==> config.mk <==
export PLATFORM = sky130hd
export DESIGN_NAME = sorted_list_insert_remove
export DESIGN_NICKNAME = d
export VERILOG_FILES = /design/src/hw/rtl/sli_pkg.sv /design/src/hw/rtl/sli_ram.sv /design/src/hw/rtl/sli_cmp.sv /design/src/hw/rtl/sli_ctrl.sv /design/src/hw/rtl/sorted_list_insert_remove.sv
export SDC_FILE = /design/constraint.sdc
export NUM_CORES = 2
export LEC_CHECK = 0
export BUFFER_PORTS_ARGS = -buffer_cell sky130_fd_sc_hd__buf_2
export CAP_MARGIN = 20
export CORE_MARGIN = 3
export CORE_UTILIZATION = 42
export CTS_CLUSTER_SIZE = 40
export DETAILED_ROUTE_END_ITERATION = 8
export HOLD_SLACK_MARGIN = 0.12
export PLACE_DENSITY_LB_ADDON = 0.25
export SYNTH_ARGS = -nofsm -noshare
export SYNTH_HDL_FRONTEND = slang
export SYNTH_SLANG_ARGS = --single-unit
==> constraint.sdc <==
create_clock -name clk_i -period 7.25 [get_ports clk_i]
set_clock_uncertainty 0.15 [all_clocks]
set_input_delay 1.45 -clock clk_i [delete_from_list [all_inputs] [get_ports clk_i]]
set_output_delay 1.45 -clock clk_i [all_outputs]
set_load 0.01 [all_outputs]
==> src/hw/rtl/sli_pkg.sv <==
// Shared types and constants for the sorted list insert/remove block.
// Used by sli_cmp, sli_ctrl and the top level; has no dependencies of its own.
`default_nettype none

package sli_pkg;

  localparam int VALUE_BITS   = 16;
  localparam int COUNT_BITS   = 7;
  localparam int DEF_CAPACITY = 64;

  typedef enum logic [0:0] {
    OP_INSERT = 1'b0,
    OP_REMOVE = 1'b1
  } op_e;

  typedef enum logic [1:0] {
    ST_DONE    = 2'd0,
    ST_FULL    = 2'd1,
    ST_MISSING = 2'd2
  } status_e;

  typedef struct packed {
    op_e                           op;
    logic signed [VALUE_BITS-1:0]  value;
  } in_item_t;

  typedef struct packed {
    status_e                       status;
    logic [COUNT_BITS-1:0]         entry_count;
    logic signed [VALUE_BITS-1:0]  smallest;
    logic signed [VALUE_BITS-1:0]  largest;
  } out_item_t;

  // Result of the shared compare unit.
  typedef struct packed {
    logic lt;
    logic eq;
  } cmp_t;

endpackage

`default_nettype wire

==> src/hw/rtl/sli_ram.sv <==
// Generic single-port-write, single-port-read RAM with registered read data.
// No dependencies.
`default_nettype none

module sli_ram #(
  parameter int WIDTH = 16,
  parameter int DEPTH = 64
) (
  input  wire logic                     clk_i,
  input  wire logic                     we_i,
  input  wire logic [$clog2(DEPTH)-1:0] waddr_i,
  input  wire logic [WIDTH-1:0]         wdata_i,
  input  wire logic [$clog2(DEPTH)-1:0] raddr_i,
  output logic      [WIDTH-1:0]         rdata_o
);

  logic [WIDTH-1:0] mem_q [DEPTH];

  always_ff @(posedge clk_i) begin
    if (we_i) begin
      mem_q[waddr_i] <= wdata_i;
    end
    rdata_o <= mem_q[raddr_i];
  end

endmodule

`default_nettype wire

==> src/hw/rtl/sli_cmp.sv <==
// Shared signed compare unit: less-than and equal of a stored entry against the item value.
// Depends on sli_pkg.
`default_nettype none

module sli_cmp (
  input  wire logic signed [sli_pkg::VALUE_BITS-1:0] a_i,
  input  wire logic signed [sli_pkg::VALUE_BITS-1:0] b_i,
  output sli_pkg::cmp_t                              res_o
);

  always_comb begin
    res_o.lt = (a_i < b_i);
    res_o.eq = (a_i == b_i);
  end

endmodule

`default_nettype wire

==> src/hw/rtl/sli_ctrl.sv <==
// Sequencer for the sorted list: walks the entry RAM one entry per step,
// shifting entries up on insert and down on remove. Depends on sli_pkg, sli_cmp.
`default_nettype none

module sli_ctrl #(
  parameter int CAPACITY = sli_pkg::DEF_CAPACITY
) (
  input  wire logic                                 clk_i,
  input  wire logic                                 rst_ni,
  input  wire logic                                 in_valid_i,
  output logic                                      in_stall_o,
  input  wire sli_pkg::in_item_t                    in_data_i,
  output logic                                      out_valid_o,
  input  wire logic                                 out_stall_i,
  output sli_pkg::out_item_t                        out_data_o,
  output logic                                      ram_we_o,
  output logic [$clog2(CAPACITY)-1:0]               ram_waddr_o,
  output logic [sli_pkg::VALUE_BITS-1:0]            ram_wdata_o,
  output logic [$clog2(CAPACITY)-1:0]               ram_raddr_o,
  input  wire logic [sli_pkg::VALUE_BITS-1:0]       ram_rdata_i
);

  localparam int AddrW = $clog2(CAPACITY);
  localparam int CntW  = $clog2(CAPACITY + 1);
  localparam int VB    = sli_pkg::VALUE_BITS;
  localparam int CB    = sli_pkg::COUNT_BITS;

  typedef enum logic [3:0] {
    S_IDLE,
    S_INS_RD,
    S_INS_CHK,
    S_REM_RD,
    S_REM_CHK,
    S_SHF_RD,
    S_SHF_WR,
    S_FIN0,
    S_FIN1,
    S_FIN2,
    S_OUT
  } state_e;

  state_e                  state_q, state_d;
  logic [CntW-1:0]         occ_q, occ_d;
  logic [CntW-1:0]         idx_q, idx_d;
  logic signed [VB-1:0]    value_q, value_d;
  sli_pkg::status_e        status_q, status_d;
  logic signed [VB-1:0]    small_q, small_d;
  logic signed [VB-1:0]    large_q, large_d;

  logic [CntW-1:0]         idx_inc;
  logic [CntW-1:0]         idx_dec;
  logic [CntW-1:0]         occ_last;
  logic [CntW+CB-1:0]      count_ext;
  sli_pkg::cmp_t           cmp;

  sli_cmp u_cmp (
    .a_i   ($signed(ram_rdata_i)),
    .b_i   (value_q),
    .res_o (cmp)
  );

  assign idx_inc  = idx_q + CntW'(1);
  assign idx_dec  = idx_q - CntW'(1);
  assign occ_last = occ_q - CntW'(1);

  always_comb begin
    state_d     = state_q;
    occ_d       = occ_q;
    idx_d       = idx_q;
    value_d     = value_q;
    status_d    = status_q;
    small_d     = small_q;
    large_d     = large_q;
    ram_we_o    = 1'b0;
    ram_waddr_o = idx_q[AddrW-1:0];
    ram_wdata_o = value_q;
    ram_raddr_o = '0;

    unique case (state_q)
      S_IDLE: begin
        if (in_valid_i) begin
          value_d  = in_data_i.value;
          status_d = sli_pkg::ST_DONE;
          if (in_data_i.op == sli_pkg::OP_INSERT) begin
            if (occ_q == CntW'(CAPACITY)) begin
              status_d = sli_pkg::ST_FULL;
              state_d  = S_FIN0;
            end else begin
              idx_d   = occ_q;
              state_d = S_INS_RD;
            end
          end else begin
            idx_d   = '0;
            state_d = S_REM_RD;
          end
        end
      end
      // Insert walks down from the top, moving each entry not below the value up one.
      S_INS_RD: begin
        if (idx_q == '0) begin
          ram_we_o = 1'b1;
          occ_d    = occ_q + CntW'(1);
          state_d  = S_FIN0;
        end else begin
          ram_raddr_o = idx_dec[AddrW-1:0];
          state_d     = S_INS_CHK;
        end
      end
      S_INS_CHK: begin
        ram_we_o = 1'b1;
        if (cmp.lt) begin
          occ_d   = occ_q + CntW'(1);
          state_d = S_FIN0;
        end else begin
          ram_wdata_o = ram_rdata_i;
          idx_d       = idx_dec;
          state_d     = S_INS_RD;
        end
      end
      S_REM_RD: begin
        if (idx_q == occ_q) begin
          status_d = sli_pkg::ST_MISSING;
          state_d  = S_FIN0;
        end else begin
          ram_raddr_o = idx_q[AddrW-1:0];
          state_d     = S_REM_CHK;
        end
      end
      S_REM_CHK: begin
        if (cmp.eq) begin
          state_d = S_SHF_RD;
        end else begin
          idx_d   = idx_inc;
          state_d = S_REM_RD;
        end
      end
      // Close the gap left by the removed entry.
      S_SHF_RD: begin
        if (idx_inc == occ_q) begin
          occ_d   = occ_last;
          state_d = S_FIN0;
        end else begin
          ram_raddr_o = idx_inc[AddrW-1:0];
          state_d     = S_SHF_WR;
        end
      end
      S_SHF_WR: begin
        ram_we_o    = 1'b1;
        ram_wdata_o = ram_rdata_i;
        idx_d       = idx_inc;
        state_d     = S_SHF_RD;
      end
      S_FIN0: begin
        if (occ_q == '0) begin
          small_d = '0;
          large_d = '0;
          state_d = S_OUT;
        end else begin
          ram_raddr_o = '0;
          state_d     = S_FIN1;
        end
      end
      S_FIN1: begin
        small_d     = $signed(ram_rdata_i);
        ram_raddr_o = occ_last[AddrW-1:0];
        state_d     = S_FIN2;
      end
      S_FIN2: begin
        large_d = $signed(ram_rdata_i);
        state_d = S_OUT;
      end
      S_OUT: begin
        if (!out_stall_i) begin
          state_d = S_IDLE;
        end
      end
      default: begin
        state_d = S_IDLE;
      end
    endcase
  end

  always_ff @(posedge clk_i or negedge rst_ni) begin
    if (!rst_ni) begin
      state_q  <= S_IDLE;
      occ_q    <= '0;
      idx_q    <= '0;
      status_q <= sli_pkg::ST_DONE;
    end else begin
      state_q  <= state_d;
      occ_q    <= occ_d;
      idx_q    <= idx_d;
      status_q <= status_d;
    end
  end

  always_ff @(posedge clk_i) begin
    value_q <= value_d;
    small_q <= small_d;
    large_q <= large_d;
  end

  // Count is reported modulo 128.
  assign count_ext   = (CntW + CB)'(occ_q);
  assign in_stall_o  = (state_q != S_IDLE);
  assign out_valid_o = (state_q == S_OUT);

  always_comb begin
    out_data_o.status      = status_q;
    out_data_o.entry_count = count_ext[CB-1:0];
    out_data_o.smallest    = small_q;
    out_data_o.largest     = large_q;
  end

endmodule

`default_nettype wire

==> src/hw/rtl/sorted_list_insert_remove.sv <==
// Top level of the sorted list: entry RAM plus its walking sequencer.
// Depends on sli_pkg, sli_ram, sli_cmp, sli_ctrl.
//
//   channel  direction  handshake                    payload
//   in       input      in_valid_i / in_stall_o      in_data_i  (sli_pkg::in_item_t)
//   out      output     out_valid_o / out_stall_i    out_data_o (sli_pkg::out_item_t)
//
// One item at a time: each entry walked costs a read step and a check/write step
// on the entry RAM, and smallest and largest are then fetched unless it is empty.
// A dropped insert walks no entries, nor does a remove on an empty store.
// Reset clears the count, index, state and status only; the RAM needs no clearing pass.
// in_stall_o stays high until the result item has been taken.
`default_nettype none

module sorted_list_insert_remove #(
  parameter int CAPACITY = sli_pkg::DEF_CAPACITY
) (
  input  wire logic               clk_i,
  input  wire logic               rst_ni,
  input  wire logic               in_valid_i,
  output logic                    in_stall_o,
  input  wire sli_pkg::in_item_t  in_data_i,
  output logic                    out_valid_o,
  input  wire logic               out_stall_i,
  output sli_pkg::out_item_t      out_data_o
);

  localparam int AddrW = $clog2(CAPACITY);

  logic                            ram_we;
  logic [AddrW-1:0]                ram_waddr;
  logic [sli_pkg::VALUE_BITS-1:0]  ram_wdata;
  logic [AddrW-1:0]                ram_raddr;
  logic [sli_pkg::VALUE_BITS-1:0]  ram_rdata;

  sli_ctrl #(
    .CAPACITY (CAPACITY)
  ) u_ctrl (
    .clk_i       (clk_i),
    .rst_ni      (rst_ni),
    .in_valid_i  (in_valid_i),
    .in_stall_o  (in_stall_o),
    .in_data_i   (in_data_i),
    .out_valid_o (out_valid_o),
    .out_stall_i (out_stall_i),
    .out_data_o  (out_data_o),
    .ram_we_o    (ram_we),
    .ram_waddr_o (ram_waddr),
    .ram_wdata_o (ram_wdata),
    .ram_raddr_o (ram_raddr),
    .ram_rdata_i (ram_rdata)
  );

  sli_ram #(
    .WIDTH (sli_pkg::VALUE_BITS),
    .DEPTH (CAPACITY)
  ) u_ram (
    .clk_i   (clk_i),
    .we_i    (ram_we),
    .waddr_i (ram_waddr),
    .wdata_i (ram_wdata),
    .raddr_i (ram_raddr),
    .rdata_o (ram_rdata)
  );

endmodule

`default_nettype wire

Word-level counts from Yosys, hierarchy flattened
Memories as Yosys holds them, arrays and structs flattened. A register that Yosys moved wholly into a read port is not among the register bits.
Cells that the tools add are included.
- register bits: 68
- memory bits (writable): 1024
- output and inout port bits: 43
- word-level logic and storage cells: 93
- memory bits (read-only): 0
- latch bits: 0
- input port bits: 21
- memories: 1
- memories (memory ; depth ; width ; rd ports ; clocked after memory_dff ; wr ports ; RTL line ; text):
    u_ram.mem_q ; 64 ; 16 ; 1 ; 1 ; 1 ; sli_ram.sv:17 ; logic [WIDTH-1:0] mem_q [DEPTH];
- shift-type cells: 0
- reduce and logical (&&, ||, !) cells: 17
- div/mod/pow operators: 0
- bitwise logic cells: 0
- multiply operators: 0
- add/subtract/negate cells: 4
- mux-type cells: 39
- order comparisons: 1
- eq/ne operators: 24
- operators with widths (cell ; number):
    16-bit case mux with 2 select lines ; 3
    7-bit two-way mux ; 8
    4-bit case mux with 11 select lines ; 1
    16-bit two-way mux ; 2
    7-bit case mux with 4 select lines ; 1
    6-bit case mux with 4 select lines ; 1
    7-bit case mux with 3 select lines ; 1
    6-bit two-way mux ; 3
    16-bit == test ; 1
    4-bit by 3-bit == test with 1-bit output, second input constant ; 4
    16-bit < comparator ; 1
    3-bit two-way mux ; 5
    7-bit by 1-bit adder with 7-bit output, second input constant ; 2
    7-bit == test ; 2
    7-bit logical NOT ; 2
    7-bit by 1-bit subtractor with 7-bit output, second input constant ; 2
    4-bit == test, second input constant ; 3
    2-bit two-way mux ; 5
    2-bit by 1-bit inequality test with 1-bit output, second input constant ; 5
    4-bit by 2-bit == test with 1-bit output, second input constant ; 2
    4-bit two-way mux ; 2
    2-bit inequality test, second input constant ; 4
    2-bit AND reduction ; 4
    4-bit nonzero test ; 2
    other kinds (13) ; 19

Depth between registers and ports, before layout
- depth after elaboration: 5
- mapped depth: 17
- mapped depth without buffers: 12

Hierarchy
Synthesis repeated with hierarchy kept, for this count alone.
- cells, all modules: 2292
- area total of the unflattened synthesis: 44508.9 um^2
- modules (own cells, without submodules) (module ; instances ; cells an instance ; area an instance (um^2) ; sequential area each (um^2)):
    sli_ram ; 1 ; 1829 ; 40042.2 ; 31069.8
    sli_ctrl ; 1 ; 403 ; 4046.4 ; 1941.9
    sli_cmp ; 1 ; 60 ; 420.4 ; 0.0

Worst setup path before layout
Ideal clock, no wire load.
- path kind: reg2reg
- start: register u_ctrl.value_q[1]
- end: memory u_ram.mem_q[0][15] (data pin)
- arrival time: 5.682 ns
- buffers on the path: 0
- data required time: 6.092 ns
- period minus slack after synthesis: 6.840 ns
- library setup time: 1.008 ns
- cell stages (with the launch flop): 13
- slack: 0.410 ns
- cells stage by stage: edfxtp_1 > inv_1 > ha_1 > nor2b_1 > o21a_1 > o21a_1 > o21a_1 > o21a_1 > o21a_1 > o21bai_1 > a21boi_0 > nor2_1 > o311ai_0
- cells in the longest elaborated chain, start to end: 3
- ends and longest elaborated chain (what ; RTL line ; text):
    from (decl) ; sli_ctrl.sv:45 ; logic signed [VB-1:0] value_q, value_d;
    from (signal assigned) ; sli_ctrl.sv:198 ; value_q <= value_d;
    16-bit < comparator ; sli_cmp.sv:12 ; res_o.lt = (a_i < b_i);
    16-bit two-way mux ; sli_ctrl.sv:111 ; if (cmp.lt) begin
    16-bit case mux with 2 select lines ; sli_ctrl.sv:79 ; unique case (state_q)
    named net ram_wdata (one bit) ; sorted_list_insert_remove.sv:32 ; logic [sli_pkg::VALUE_BITS-1:0] ram_wdata;
    to (decl) ; sli_ram.sv:17 ;
The timed path passes the listed nets, and every way through them passes these cells.

Final worst setup path
- start: register u_ctrl.idx_q[2]
- end: register u_ram.rdata_o[6], read port of u_ram.mem_q
- cells in the longest elaborated chain, start to end: 4
- elaborated cells between the ends (all ways): 9
- those cells by class: add/sub: 2; eq/ne: 2; mux: 4; reduce/logical: 1
- ends and longest elaborated chain (what ; RTL line ; text):
    from (decl) ; sli_ctrl.sv:44 ; logic [CntW-1:0] idx_q, idx_d;
    from (signal assigned) ; sli_ctrl.sv:192 ; idx_q <= idx_d;
    7-bit by 1-bit adder with 7-bit output ; sli_ctrl.sv:62 ; assign idx_inc = idx_q + CntW'(1);
    7-bit == test ; sli_ctrl.sv:139 ; if (idx_inc == occ_q) begin
    6-bit two-way mux ; sli_ctrl.sv:139 ;
    6-bit case mux with 4 select lines (*) ; sli_ctrl.sv:79 ;
    to (decl) ; sli_ram.sv:14 ; output logic [WIDTH-1:0] rdata_o
Every way passes the cells marked *; elsewhere a longest branch is shown, timed or not.
A chain may end at the register's enable or synchronous reset.

==> impl_metrics.env <==
export IMPL_placed_cell_area_sq_mm=0.0473
export IMPL_clock_latency_ns=0.69
export IMPL_multiInputGateArea_sq_mm=0.0111
export IMPL_path_buf_inv=1
export IMPL_startpoint_type="flip-flop"
export IMPL_wl_per_cell_um=28.2
export IMPL_status="completed"
export IMPL_grt_pass1_wl_um=187000
export IMPL_die_h_um=333
export IMPL_critPathLaunch="u_ctrl.idx_q[2]"
export IMPL_synthFlopType="edfxtp_1"
export IMPL_htree_levels=3
export IMPL_swShare=0.409
export IMPL_cp_cell_sequence="and3_1, nand3_1, xnor2_1, nand2_1, o21ai_4, buf_12, mux4_2, a2111oi_0, o31ai_1, a211o_1"
export IMPL_vias_per_cell=5.99
export IMPL_vias=27400
export IMPL_reg2reg_to="u_ram.rdata_o[6]"
export IMPL_grt_pass1_vias=26300
export IMPL_grt_usage=0.230
export IMPL_vdd_ir_drop_worst_mv=0.405
export IMPL_worstPathArrival_ns=6.48
export IMPL_fillCellCount=8843
export IMPL_clk_pin_slew_worst_paths_ns=0.06
export IMPL_drive_gt1_frac=0.156
export IMPL_power_frac_comb=0.430
export IMPL_setup_worst_path_class="flip-flop to flip-flop"
export IMPL_slew_violations=0
export IMPL_core_area_sq_mm=0.106
export IMPL_io_pins=64
export IMPL_setup_viol=0
export IMPL_cp_max_fo=83
export IMPL_wirelength_um=129000
export IMPL_grt_max_degree=101
export IMPL_synth_edff_count=1072
export IMPL_worst_slew_pin_transition_ns=1.20
export IMPL_die_w_um=333
export IMPL_final_area_sq_mm=0.0510
export IMPL_postSynthAreaPerCell_sq_um=15.1
export IMPL_antenna_left=0
export IMPL_clock_fmax_mhz=165
export IMPL_hold_path_class="flip-flop to flip-flop"
export IMPL_fin_crit_ns=6.06
export IMPL_switchingPower_mw=10.3
export IMPL_hpwl_um=79500
export IMPL_synthCells=2972
export IMPL_cts_setup_buffers=0
export IMPL_synth_async_sr_flop_share=0.0181
export IMPL_portBuffers=63
export IMPL_ctsHoldBuffers=0
export IMPL_cts_buffers=108
export IMPL_rrSetupSlack_ns=1.19
export IMPL_rows=119
export IMPL_netlist_area_sq_mm=0.0448
export IMPL_dieArea_sq_mm=0.111
export IMPL_p_seq_frac=0.341
export IMPL_r2r_start="u_ctrl.idx_q[2]"
export IMPL_p_clk_frac=0.229
export IMPL_ys_ff_latch=1108
export IMPL_cp_depth=10
export IMPL_worstHoldEndpoint="u_ctrl.status_q[1]"
export IMPL_rsz0062_at_grt="false"
export IMPL_area_growth_pct=13.9
export IMPL_slowest_delay_ns=0.91
export IMPL_drt_pass1_iterations=5
export IMPL_whs_ns=0.357
export IMPL_totalPowerFinal_mw=25.2
export IMPL_drt_initial_drc_count=3327
export IMPL_final_nets=3135
export IMPL_cts_tree="built"
export IMPL_slew_headroom=0.191
export IMPL_ys_warn_count=0
export IMPL_internal_power_mw=14.9
export IMPL_finish_utilization=0.483
export IMPL_required_ns=7.67
export IMPL_root_buffer="clkbuf_16"
export IMPL_crit_slowest_cell="a2111oi_0"
export IMPL_synth_cell_types=74
export IMPL_leakage_nw=17.4
export IMPL_ctsResizeCount=0
export IMPL_ys_seq_area_frac=0.737
export IMPL_start_util=0.424
export IMPL_worstHoldPathCells=2
export IMPL_syn_nets=3015
export IMPL_critPathTopFamily="compound AO/OA/AOI/OAI gates"
export IMPL_gp_congestion=0.938
export IMPL_worst_hold_startpoint="u_ctrl.status_q[1]"
export IMPL_clock_path_buffers=3
export IMPL_finalSetupTns_ns=0
export IMPL_cts_sinks=1108
export IMPL_hold_viol=0
export IMPL_drc=0
export IMPL_antenna_found_initial=4
export IMPL_maxCapViolCount=0
export IMPL_seq_area_sq_mm=0.0330
export IMPL_period_share=0.836
export IMPL_reg2regPathDepth=10
export IMPL_powerDensity_mw_per_mm2=494
export IMPL_grt_overflow_total=0
export IMPL_setup_worst_path_end_class="flip-flop"
==> worst max-delay path by stage <==
stage / to
after floorplan: u_ram.mem_q[0][15]
after global placement: u_ram.rdata_o[6]
after detailed placement: u_ram.rdata_o[6]
after CTS: u_ram.rdata_o[6]
after global routing: u_ram.rdata_o[6]
final: u_ram.rdata_o[6]
==> cell usage in the layout, fill, tap and decap left out, types with 10 or more instances in the layout <==
master        n
o22ai_1      24
nand3_1     253
buf_4       119
a32oi_1      27
mux2_2       38
a211o_1      12
ha_1         22
mux4_2       64
a2111oi_0    10
nand2b_1     11
dfrtp_1      20
bufinv_16    15
inv_1        28
and2_1       42
xnor2_1      14
nor2_1      124
clkinv_2     19
edfxtp_1   1072
o21ai_0      18
a22o_1       10
a221oi_1     29
mux2i_1     125
o31ai_1      13
clkbuf_1     16
a31oi_1      29
nand2_1     463
clkinv_1     18
nand4_1      18
clkbuf_16   110
dfxtp_1      16
nor3_1       15
a22oi_1      24
a21oi_1      82
a211oi_1     22
and3_1       33
xor2_1       11
o21ai_4      16
buf_2        64
==> final cells by class <==
cell class / instances / area share
antenna: 3 / 0.000147
clock buffer: 133 / 0.0570
clock inverter: 67 / 0.0148
inverter: 28 / 0.00206
multi-input combinational: 1654 / 0.217
sequential: 1108 / 0.647
tap: 1391 / 0.0341
timing repair buffer: 192 / 0.0275
==> worst register-to-register path, cell delays in order, from the launching register on <==
cell	delay, ns
dfrtp_1	0.80
and3_1	0.44
nand3_1	0.27
xnor2_1	0.36
nand2_1	0.19
o21ai_4	0.83
buf_12	0.46
mux4_2	0.63
a2111oi_0	0.91
o31ai_1	0.52
a211o_1	0.41
==> metrics by stage <==
step           setup WS, ns  std cells
4_1_cts                1.23       4572
6_report               1.19       4576
3_5_place_dp           1.27       4372
2_1_floorplan         0.410       2972
3_3_place_gp           1.23       4370
5_1_grt                1.01       4573
==> cell families after synthesis <==
logic type,synth area share
compound gates,0.0622
buf+inv,0.0211
simple gates,0.0985
mux,0.0697
flops,0.737
xor+xnor,0.00525
fa+ha+maj,0.00615
==> synthesized netlist by cell type, types with 27 or more instances <==
cell type  instances  area, sq um
and3_1            33          206
mux2i_1          125         1250
inv_1             28          105
o21ai_0           32          160
a31oi_1           29          181
clkbuf_1          83          312
mux2_2            38          428
mux4_2            64         1440
a221oi_1          29          254
and2_1            41          257
nor2_1           126          473
a21oi_1           84          420
buf_2             70          350
a32oi_1           27          236
nand3_1          253         1270
nand2_1          463         1740
edfxtp_1        1072        32200
==> registers in the layout, summed over array words and instances, names as in the netlist <==
signal,flops
u_ram.mem_q,1024
u_ctrl.small_q,16
u_ctrl.value_q,16
u_ctrl.large_q,16
u_ctrl.idx_q,7
u_ram.rdata_o,16
u_ctrl.state_q,4
u_ctrl.status_q,2
u_ctrl.occ_q,7
==> layer usage <==
layer	track usage	routed length, um
met1	0.322	52400
met2	0.360	59700
met3	0.0510	12700
met4	0.0756	4430
met5	0	38
==> power groups by stage <==
stage	Sequential, mW	Clock [mW]	Combinational [mW]
5_1_grt	8.61	6.13	11.5
3_5_place_dp	8.71	0	10.7
3_3_place_gp	8.69	0	10.5
6_report	8.59	5.77	10.8
4_1_cts	8.57	5.85	10.8
2_1_floorplan	8.57	0	6.65
Power figures use the tool's default switching activity.
